## src/rtl/sdd_pkg.sv

```systemverilog
// ----------------------------------------------------------------------------
// sdd_pkg
// Shared types and constants for the single-key debounce detector.
// ----------------------------------------------------------------------------
package sdd_pkg;

  localparam int KEY_BITS = 10;
  localparam int KEYS     = 10;
  localparam int IDX_W    = 4;
  localparam int THR_W    = 4;

  // keys at or above KEYS are never looked at
  localparam logic [KEY_BITS-1:0] KEY_MASK =
    (KEYS >= KEY_BITS) ? {KEY_BITS{1'b1}} : KEY_BITS'((64'd1 << KEYS) - 64'd1);

  localparam logic [IDX_W-1:0] NO_KEY       = 4'd15;
  localparam logic [THR_W-1:0] THRESH_RESET = 4'd3;

  typedef enum logic [2:0] {
    MODE_RELEASED   = 3'b001,
    MODE_DEBOUNCING = 3'b010,
    MODE_PRESSED    = 3'b100
  } mode_t;

  typedef struct packed {
    logic             none;
    logic             single;
    logic [IDX_W-1:0] idx;
  } key_class_t;

  typedef struct packed {
    logic             down;
    logic [IDX_W-1:0] index;
  } key_result_t;

endpackage

```

## src/rtl/sdd_classify.sv

```systemverilog
// ----------------------------------------------------------------------------
// sdd_classify
// Inverts the active-low key pins and sorts a poll into no key, one key
// (with its index) or several keys.
// ----------------------------------------------------------------------------
module sdd_classify (
  input  logic [sdd_pkg::KEY_BITS-1:0] key_levels,
  output sdd_pkg::key_class_t          cls
);
  import sdd_pkg::*;

  logic [KEY_BITS-1:0] pressed;
  logic [IDX_W-1:0]    idx_or;

  assign pressed = ~key_levels & KEY_MASK;

  // index is only meaningful for a single key, so an or over set bits is enough
  always_comb begin
    idx_or = '0;
    for (int i = 0; i < KEY_BITS; i++) begin
      if (pressed[i]) begin
        idx_or = idx_or | IDX_W'(i);
      end
    end
  end

  assign cls.none   = (pressed == '0);
  assign cls.single = $onehot(pressed);
  assign cls.idx    = idx_or;

endmodule

```

## src/rtl/sdd_fsm.sv

```systemverilog
// ----------------------------------------------------------------------------
// sdd_fsm
// Debounce state machine and threshold register. Steps once per request
// moved into the result register.
// ----------------------------------------------------------------------------
module sdd_fsm (
  input  logic                       clk,
  input  logic                       rst,
  input  logic                       cfg_wr_en,
  input  logic [sdd_pkg::THR_W-1:0]  cfg_wr_data,
  input  logic                       advance,
  input  sdd_pkg::key_class_t        cls,
  output sdd_pkg::key_result_t       result
);
  import sdd_pkg::*;

  mode_t            mode, mode_next;
  logic [IDX_W-1:0] candidate_key, candidate_key_next;
  logic [THR_W-1:0] match_count, match_count_next;
  logic [THR_W-1:0] threshold;
  logic [THR_W:0]   count_inc;

  // compare at one extra bit so a threshold of fifteen still fires
  assign count_inc = {1'b0, match_count} + {{THR_W{1'b0}}, 1'b1};

  always_comb begin
    mode_next          = mode;
    candidate_key_next = candidate_key;
    match_count_next   = match_count;
    result             = '0;
    case (mode)
      MODE_RELEASED: begin
        if (cls.single) begin
          mode_next          = MODE_DEBOUNCING;
          candidate_key_next = cls.idx;
          match_count_next   = THR_W'(1);
        end
      end
      MODE_DEBOUNCING: begin
        if (cls.none) begin
          mode_next          = MODE_RELEASED;
          candidate_key_next = NO_KEY;
          match_count_next   = '0;
        end else if (!cls.single) begin
          mode_next          = MODE_PRESSED;
          candidate_key_next = NO_KEY;
          match_count_next   = '0;
        end else if (cls.idx == candidate_key) begin
          if (count_inc > {1'b0, threshold}) begin
            mode_next          = MODE_PRESSED;
            candidate_key_next = NO_KEY;
            match_count_next   = '0;
            result.down        = 1'b1;
            result.index       = cls.idx;
          end else begin
            match_count_next = count_inc[THR_W-1:0];
          end
        end else begin
          // another key took over: wait for full release, no pulse
          mode_next          = MODE_PRESSED;
          candidate_key_next = cls.idx;
          match_count_next   = THR_W'(1);
        end
      end
      default: begin
        if (cls.none) begin
          mode_next = MODE_RELEASED;
        end
      end
    endcase
  end

  always_ff @(posedge clk) begin
    if (rst) begin
      mode          <= MODE_PRESSED;
      candidate_key <= NO_KEY;
      match_count   <= '0;
    end else if (advance) begin
      mode          <= mode_next;
      candidate_key <= candidate_key_next;
      match_count   <= match_count_next;
    end
  end

  always_ff @(posedge clk) begin
    if (rst) begin
      threshold <= THRESH_RESET;
    end else if (cfg_wr_en) begin
      threshold <= cfg_wr_data;
    end
  end

  a_debounce_count_set: assert property (@(posedge clk) disable iff (rst)
    mode == MODE_DEBOUNCING |-> match_count != '0)
    else $error("debouncing with zero match count");

  a_down_goes_pressed: assert property (@(posedge clk) disable iff (rst)
    advance && result.down |=> mode == MODE_PRESSED && match_count == '0)
    else $error("key-down did not move to pressed");

  a_down_only_debouncing: assert property (@(posedge clk) disable iff (rst)
    result.down |-> mode == MODE_DEBOUNCING && cls.single)
    else $error("key-down outside debouncing");

endmodule

```

## src/rtl/single_key_debounce_detector.sv

```systemverilog
// ----------------------------------------------------------------------------
// single_key_debounce_detector
// Takes one poll of the active-low key pins per request and returns one
// result per poll: a key-down pulse with the key index once the same single
// key has been seen in more consecutive polls than the debounce threshold,
// after which the block waits for every key to be released. A new poll is
// taken every cycle unless in_ready is held low by a stalled result register;
// each poll passes through an input register and then a result register, with
// the classify and state update between them. The threshold resets to 3 and
// is written through cfg_wr_en and cfg_wr_data; the user must write it only
// while the block is idle, which the block itself does not enforce.
// ----------------------------------------------------------------------------
module single_key_debounce_detector (
  input  logic                          clk,
  input  logic                          rst,
  input  logic                          cfg_wr_en,
  input  logic [sdd_pkg::THR_W-1:0]     cfg_wr_data,
  input  logic                          in_valid,
  output logic                          in_ready,
  input  logic [sdd_pkg::KEY_BITS-1:0]  key_levels,
  output logic                          out_valid,
  input  logic                          out_ready,
  output logic                          key_down,
  output logic [sdd_pkg::IDX_W-1:0]     key_index
);
  import sdd_pkg::*;

  logic                s1_valid;
  logic [KEY_BITS-1:0] s1_levels;
  logic                advance;
  key_class_t          cls;
  key_result_t         result;

  // the result register frees up in the same cycle it is read out
  assign advance  = s1_valid && (!out_valid || out_ready);
  assign in_ready = !s1_valid || advance;

  always_ff @(posedge clk) begin
    if (rst) begin
      s1_valid <= 1'b0;
    end else if (in_ready) begin
      s1_valid <= in_valid;
    end
  end

  always_ff @(posedge clk) begin
    if (in_valid && in_ready) begin
      s1_levels <= key_levels;
    end
  end

  sdd_classify u_classify (
    .key_levels (s1_levels),
    .cls        (cls)
  );

  sdd_fsm u_fsm (
    .clk         (clk),
    .rst         (rst),
    .cfg_wr_en   (cfg_wr_en),
    .cfg_wr_data (cfg_wr_data),
    .advance     (advance),
    .cls         (cls),
    .result      (result)
  );

  always_ff @(posedge clk) begin
    if (rst) begin
      out_valid <= 1'b0;
    end else if (advance) begin
      out_valid <= 1'b1;
    end else if (out_ready) begin
      out_valid <= 1'b0;
    end
  end

  always_ff @(posedge clk) begin
    if (advance) begin
      key_down  <= result.down;
      key_index <= result.index;
    end
  end

  a_index_in_range: assert property (@(posedge clk) disable iff (rst)
    out_valid && key_down |-> int'(key_index) < KEYS)
    else $error("key index out of range");

  a_index_zero_idle: assert property (@(posedge clk) disable iff (rst)
    out_valid && !key_down |-> key_index == '0)
    else $error("key index set without key-down");

  a_no_back_to_back_down: assert property (@(posedge clk) disable iff (rst)
    advance && result.down |=> !(advance && result.down))
    else $error("two key-down pulses in a row");

endmodule
```

## config.mk

```make
export PLATFORM = sky130hd
export DESIGN_NAME = single_key_debounce_detector
export DESIGN_NICKNAME = d
export VERILOG_FILES = /design/src/rtl/sdd_pkg.sv /design/src/rtl/sdd_classify.sv /design/src/rtl/sdd_fsm.sv /design/src/rtl/single_key_debounce_detector.sv
export SDC_FILE = /design/constraint.sdc
export NUM_CORES = 1
export LEC_CHECK = 0
export ABC_AREA = 1
export BUFFER_PORTS_ARGS = -buffer_cell sky130_fd_sc_hd__buf_2
export CAP_MARGIN = 10
export CORE_ASPECT_RATIO = 1.1
export CORE_UTILIZATION = 25
export CTS_CLUSTER_SIZE = 14
export DETAILED_ROUTE_END_ITERATION = 10
export HOLD_SLACK_MARGIN = 0.06
export PLACE_DENSITY_LB_ADDON = 0.3
export SYNTH_ARGS = -nofsm -noshare
export SYNTH_HDL_FRONTEND = slang
export SYNTH_SLANG_ARGS = --single-unit
```

## constraint.sdc

```tcl
create_clock -name clk -period 8 [get_ports clk]
set_input_delay 2.4 -clock clk [delete_from_list [all_inputs] [get_ports clk]]
set_output_delay 2.4 -clock clk [all_outputs]
set_load 0.01 [all_outputs]
```

======== Word-level counts from Yosys, hierarchy flattened ========
Cells that the tools add are included.
cells by class
  reductions and logical operators ........ 15
  add/sub/neg operators ................... 10
  eq/ne operators ......................... 6
  bitwise logic cells ..................... 5
  div/mod/pow operators ................... 0
  multiply operators ...................... 0
  multiplexer cells ....................... 31
  shift operators ......................... 0
  order comparisons ....................... 1
operators by type and width
  cell                                           count
  two-way mux 4 bit                              12
  two-way mux 3 bit                              10
  adder 4 bit                                    4
  case mux 4 bit (2 select lines)                2
  adder 1 x 1 -> 2 bit                           5
  zero test 10 bit                               1
  NOT 10 bit                                     1
  AND reduction 4 bit                            2
  case mux 3 bit (2 select lines)                1
  adder 4 x 1 -> 5 bit, second input constant    1
  > comparator 5 x 4 -> 1 bit                    1
  two-way mux 5 bit                              1
  inequality test 5 bit, second input constant   1
  OR reduction 5 bit                             1
  == test 4 x 1 -> 1 bit, second input constant  1
  == test 4 bit                                  1
  two-way mux 2 bit                              2
  NOT 1 bit                                      4
  nonzero test 2 bit                             2
  OR reduction 4 bit                             1
  == test 3 x 1 -> 1 bit, second input constant  1
  == test 3 x 2 -> 1 bit, second input constant  1
  two-way mux 1 bit                              3
  AND reduction 3 bit                            1
  other kinds (5)                                8
word-level totals
  bits in writable memories ............... 0
  bits of input ports ..................... 19
  memories ................................ 0
  register bits after elaboration ......... 32
  bits in latches ......................... 0
  ROM bits ................................ 0

======== Logic depth before layout (Yosys ltp) ========
  depth after elaboration ................. 15
  gate-level depth with buffers ........... 19
  depth with buffers taken out ............ 19

======== By module ========
Synthesis repeated with hierarchy kept, for this count alone.
unflattened totals
  cell total of the unflattened synthesis .. 224
  area total of the unflattened synthesis .. 1843.0 um^2
modules (own cells, without submodules)
  module                        area each (um^2)  times used  sequential area each (um^2)  cells an instance
  sdd_fsm                       982.2             1           300.3                        149
  single_key_debounce_detector  541.8             1           490.5                        27
  sdd_classify                  319.1             1           0.0                          48

======== Least setup slack after synthesis ========
OpenSTA, ideal clock, no wires.
  path kind ............................... input -> output
  from .................................... in out_ready
  to ...................................... out in_ready
  cell stages on the path ................. 2
  data arrival time ....................... 2.603 ns
  path buffers ............................ 0
  setup slack ............................. 2.997 ns
  path through ............................ inv_1 nand3_1
on the way
  longest elaborated chain between the ends .. 3
RTL lines
  what                RTL line                            source
  start: declaration  single_key_debounce_detector.sv:22  input logic out_ready,
  logical OR 1 bit    single_key_debounce_detector.sv:35  assign advance = s1_valid && (!out_valid || out_ready);
  logical AND 1 bit   single_key_debounce_detector.sv:35
  logical OR 1 bit    single_key_debounce_detector.sv:36  assign in_ready = !s1_valid || advance;
  end: declaration    single_key_debounce_detector.sv:19  output logic in_ready,
Every way passes these cells.

======== Worst setup path in the final report ========
Ends and elaborated chain as after synthesis.

==> run_results.csv <==
group,metric,value,unit
outcome,outcome,"completed",
detailed_routing,drc,0,
yosys,synthFlopType,"dfxtp_1",
detailed_routing,ant_nets,0,
yosys,yosysTopAreaCellShare,21.7,%
placement,numPortBuffers,25,
critical_path,path_cells,"buf_2 > inv_1 > nand3_1 > buf_2",
critical_path,timing.rr.end,"u_fsm.match_count[0]",
sta,setup_viol,0,
cts,cts_setup_buffers,0,
sta,final_max_slew_viol_count,0,
yosys,async_flop_share,0,%
placement,placedInstanceArea,0.00233,mm²
critical_path,path_delay_family,"buffers and inverters",
cts,clk_latency,0.29,ns
detailed_routing,highest_layer,"met4",
global_routing,antenna_found_initial,0,
yosys,synth_edf_count,15,
cells_and_area,fin_area,0.00241,mm²
cells_and_area,fin_util,30.3,%
die,die_x,88.9,µm
placement,gp_congestion,0.775,
hold_path,min_path_type,"flop to flop",
detailed_routing,wl_met1,1920,µm
hold_path,whs_path_depth,2,
global_routing,grt_start_max_net_pins,12,
cts,cts.sinks,32,
global_routing,grt-ovfl-total,0,
power_and_ir_drop,p_leak,1.19,nW
critical_path,endpoint_kind,"primary output",
sta,tns,0,ns
critical_path,cp.arrival,2.83,ns
power_and_ir_drop,p_int,0.000271,W
die,initial_core_util,26.1,%
power_and_ir_drop,power_frac_comb,20.8,%
power_and_ir_drop,clkPwrFrac,32.3,%
placement,dpl.hpwl,3100,µm
yosys,synthesis.area,0.00207,mm²
yosys,yosysSeqAreaShare,38.1,%
critical_path,critPathMaxFanout,3,
die,rows,34,
cells_and_area,area_growth,16.3,%
yosys,syn-num-nets,291,
die,core,0.00796,mm²
cts,clock-root-buffer,"clkbuf_8",
sta,finalCriticalPeriod,5.23,ns
die,num_io_pins,26,
global_routing,globalRouteTotalUtil,9.73,%
cells_and_area,n_antenna_cell,0,
cts,cts-htree-levels,2,
power_and_ir_drop,swShare,30.3,%
yosys,synthTopCellsByCount,"inv_1, nand2_1, nand3_1",
detailed_routing,met2_length,1770,µm
global_routing,grt_pass1_vias,1472,
cts,cts_buffers,5,
cells_and_area,fillers,867,
yosys,syn_inst,248,
cts,clk_pin_slew_worst_paths,0.07,ns
critical_path,critPathBufInv,3,
power_and_ir_drop,sequentialPowerShare,46.8,%
cts,cts-resized-gates,0,
sta,final_hold_viol_count,0,
sta,period_share,65.4,%
sta,clock_skew,0.00889,ns
sta,clock.fmax,191,MHz
sta,worstMarginPinSlew,0.873,ns
critical_path,regToRegSetupSlack,4.26,ns
sta,rsz0062_at_grt,"no",
global_routing,grt_pass1_wl,6520,µm
critical_path,crit_type,"primary input to primary output",
critical_path,cp-start-kind,"primary input",
cells_and_area,nets,322,
hold_path,min_to,"u_fsm.threshold[2]",
detailed_routing,drtPass1Iterations,5,
power_and_ir_drop,peakVddDrop,55.0,µV
detailed_routing,vias,1536,
placement,post-place-ws,2.77,ns
power_and_ir_drop,power,0.000388,W
yosys,ys_ff_latch,32,
cts,clock_path_buffers,2,
detailed_routing,wl_met3,107,µm
sta,worst_slack,2.77,ns
critical_path,reg2reg_depth,17,
detailed_routing,wirelength,3830,µm
critical_path,cp_data_required_time,5.60,ns
run,maxCapViolations,0,
critical_path,slowest_delay,0.16,ns
critical_path,crit_path_top_delay_cell,"buf_2",
die,die_area,0.00867,mm²
critical_path,cp_common_cell,"buf_2",
detailed_routing,via_per_inst,3.96,
yosys,yosysMostFrequentCell,"inv_1",
die,die-height,97.5,µm
hold_path,holdCritStartpoint,"u_fsm.threshold[2]",
detailed_routing,wl_per_cell,9.87,µm
yosys,synth_cell_types,28,
cells_and_area,drive_gt1_share,22.1,%
detailed_routing,drt_iter0_drc,85,
yosys,yosys.area.top_type,"edfxtp_1",
sta,slew_headroom,41.8,%
critical_path,r2r-start,"s1_levels[5]",
yosys,synth_area_leaders,"edfxtp_1, dfxtp_1, ha_1",
power_and_ir_drop,power_density,161,mW/mm²
yosys,yosysWarnings,0,
cts,holdBufCountCts,0,
power_and_ir_drop,switchingPower,0.000118,W
yosys,syn_area_per_cell,8.36,µm²
cts,cts_tree,"yes",
-- state kept, by name (all words and copies together), names as in the netlist --
register / cells
s1_levels: 10
u_fsm.threshold: 4
out_valid: 1
u_fsm.candidate_key: 4
key_down: 1
key_index: 4
s1_valid: 1
u_fsm.match_count: 4
u_fsm.mode: 3
-- worst min-delay path, delay by kind of cell, from the launching register on --
family	cells	cell delay (ns)
flops	1	0.30
compound gates	1	0.06
buf+inv	1	0.06
-- power by group through the flow --
stage,clock [W],sequential [W],combinational [W]
6_report,0.000126,0.000182,0.0000809
5_1_grt,0.000137,0.000183,0.0000943
4_1_cts,0.000130,0.000182,0.0000834
3_5_place_dp,0,0.000186,0.0000834
3_3_place_gp,0,0.000186,0.0000802
2_1_floorplan,0,0.000185,0.0000609
-- how the worst max path moves through the flow --
| stage | startpoint | end | slack, ns | cells past startpoint |
|---|---|---|---|---|
| 6_report | out_ready | in_ready | 2.77 | 4 |
| 5_1_grt | out_ready | in_ready | 2.72 | 4 |
| 4_1_cts | out_ready | in_ready | 2.77 | 4 |
| 3_5_place_dp | out_ready | in_ready | 2.77 | 4 |
| 3_3_place_gp | out_ready | in_ready | 2.79 | 4 |
| 2_1_floorplan | out_ready | in_ready | 3.00 | 2 |
-- routing by layer --
| metal | GRT usage, % | vias to the layer above |
|---|---|---|
| li1 | - | 840 |
| met1 | 12.5 | 674 |
| met2 | 15.5 | 20 |
| met3 | 2.63 | 2 |
| met4 | 3.35 | 0 |
| met5 | 0 | - |
-- cells by family after synthesis --
group	count (synthesis)	share of synthesized area, %
simple gates	113	28.6
compound gates	20	5.31
xor+xnor	2	0.845
flops	32	38.1
fa+ha+maj	24	16.6
buf+inv	57	10.4
-- cell usage in the layout (no fill, tap or decap), drive strengths merged --
master	count
edfxtp	15
nor3	4
inv	56
o21ai	6
ha	18
clkbuf	6
buf	25
nand3	28
nand4	2
o21bai	1
fa	6
xnor2	2
a21oi	13
nand3b	1
dfxtp	17
nand2	53
nor2	25
clkinv	2
-- area by class of cell --
| class | count | area (µm²) | area share (%) |
|---|---|---|---|
| clock inverter | 2 | 11.3 | 0.467 |
| clock buffer | 6 | 72.6 | 3.01 |
| timing repair buffer | 25 | 125 | 5.18 |
| multi-input combinational | 159 | 1070 | 44.2 |
| tap | 108 | 135 | 5.60 |
| sequential | 32 | 791 | 32.8 |
| inverter | 56 | 211 | 8.76 |
-- through the flow --
stage / std cells / hold slack [ns]
global placement: 380 / 0.458
detailed placement: 380 / 0.462
CTS: 388 / 0.473
global route: 388 / 0.504
floorplan: 248 / 0.435
finish: 388 / 0.467
(Power assumes the default switching activity.)
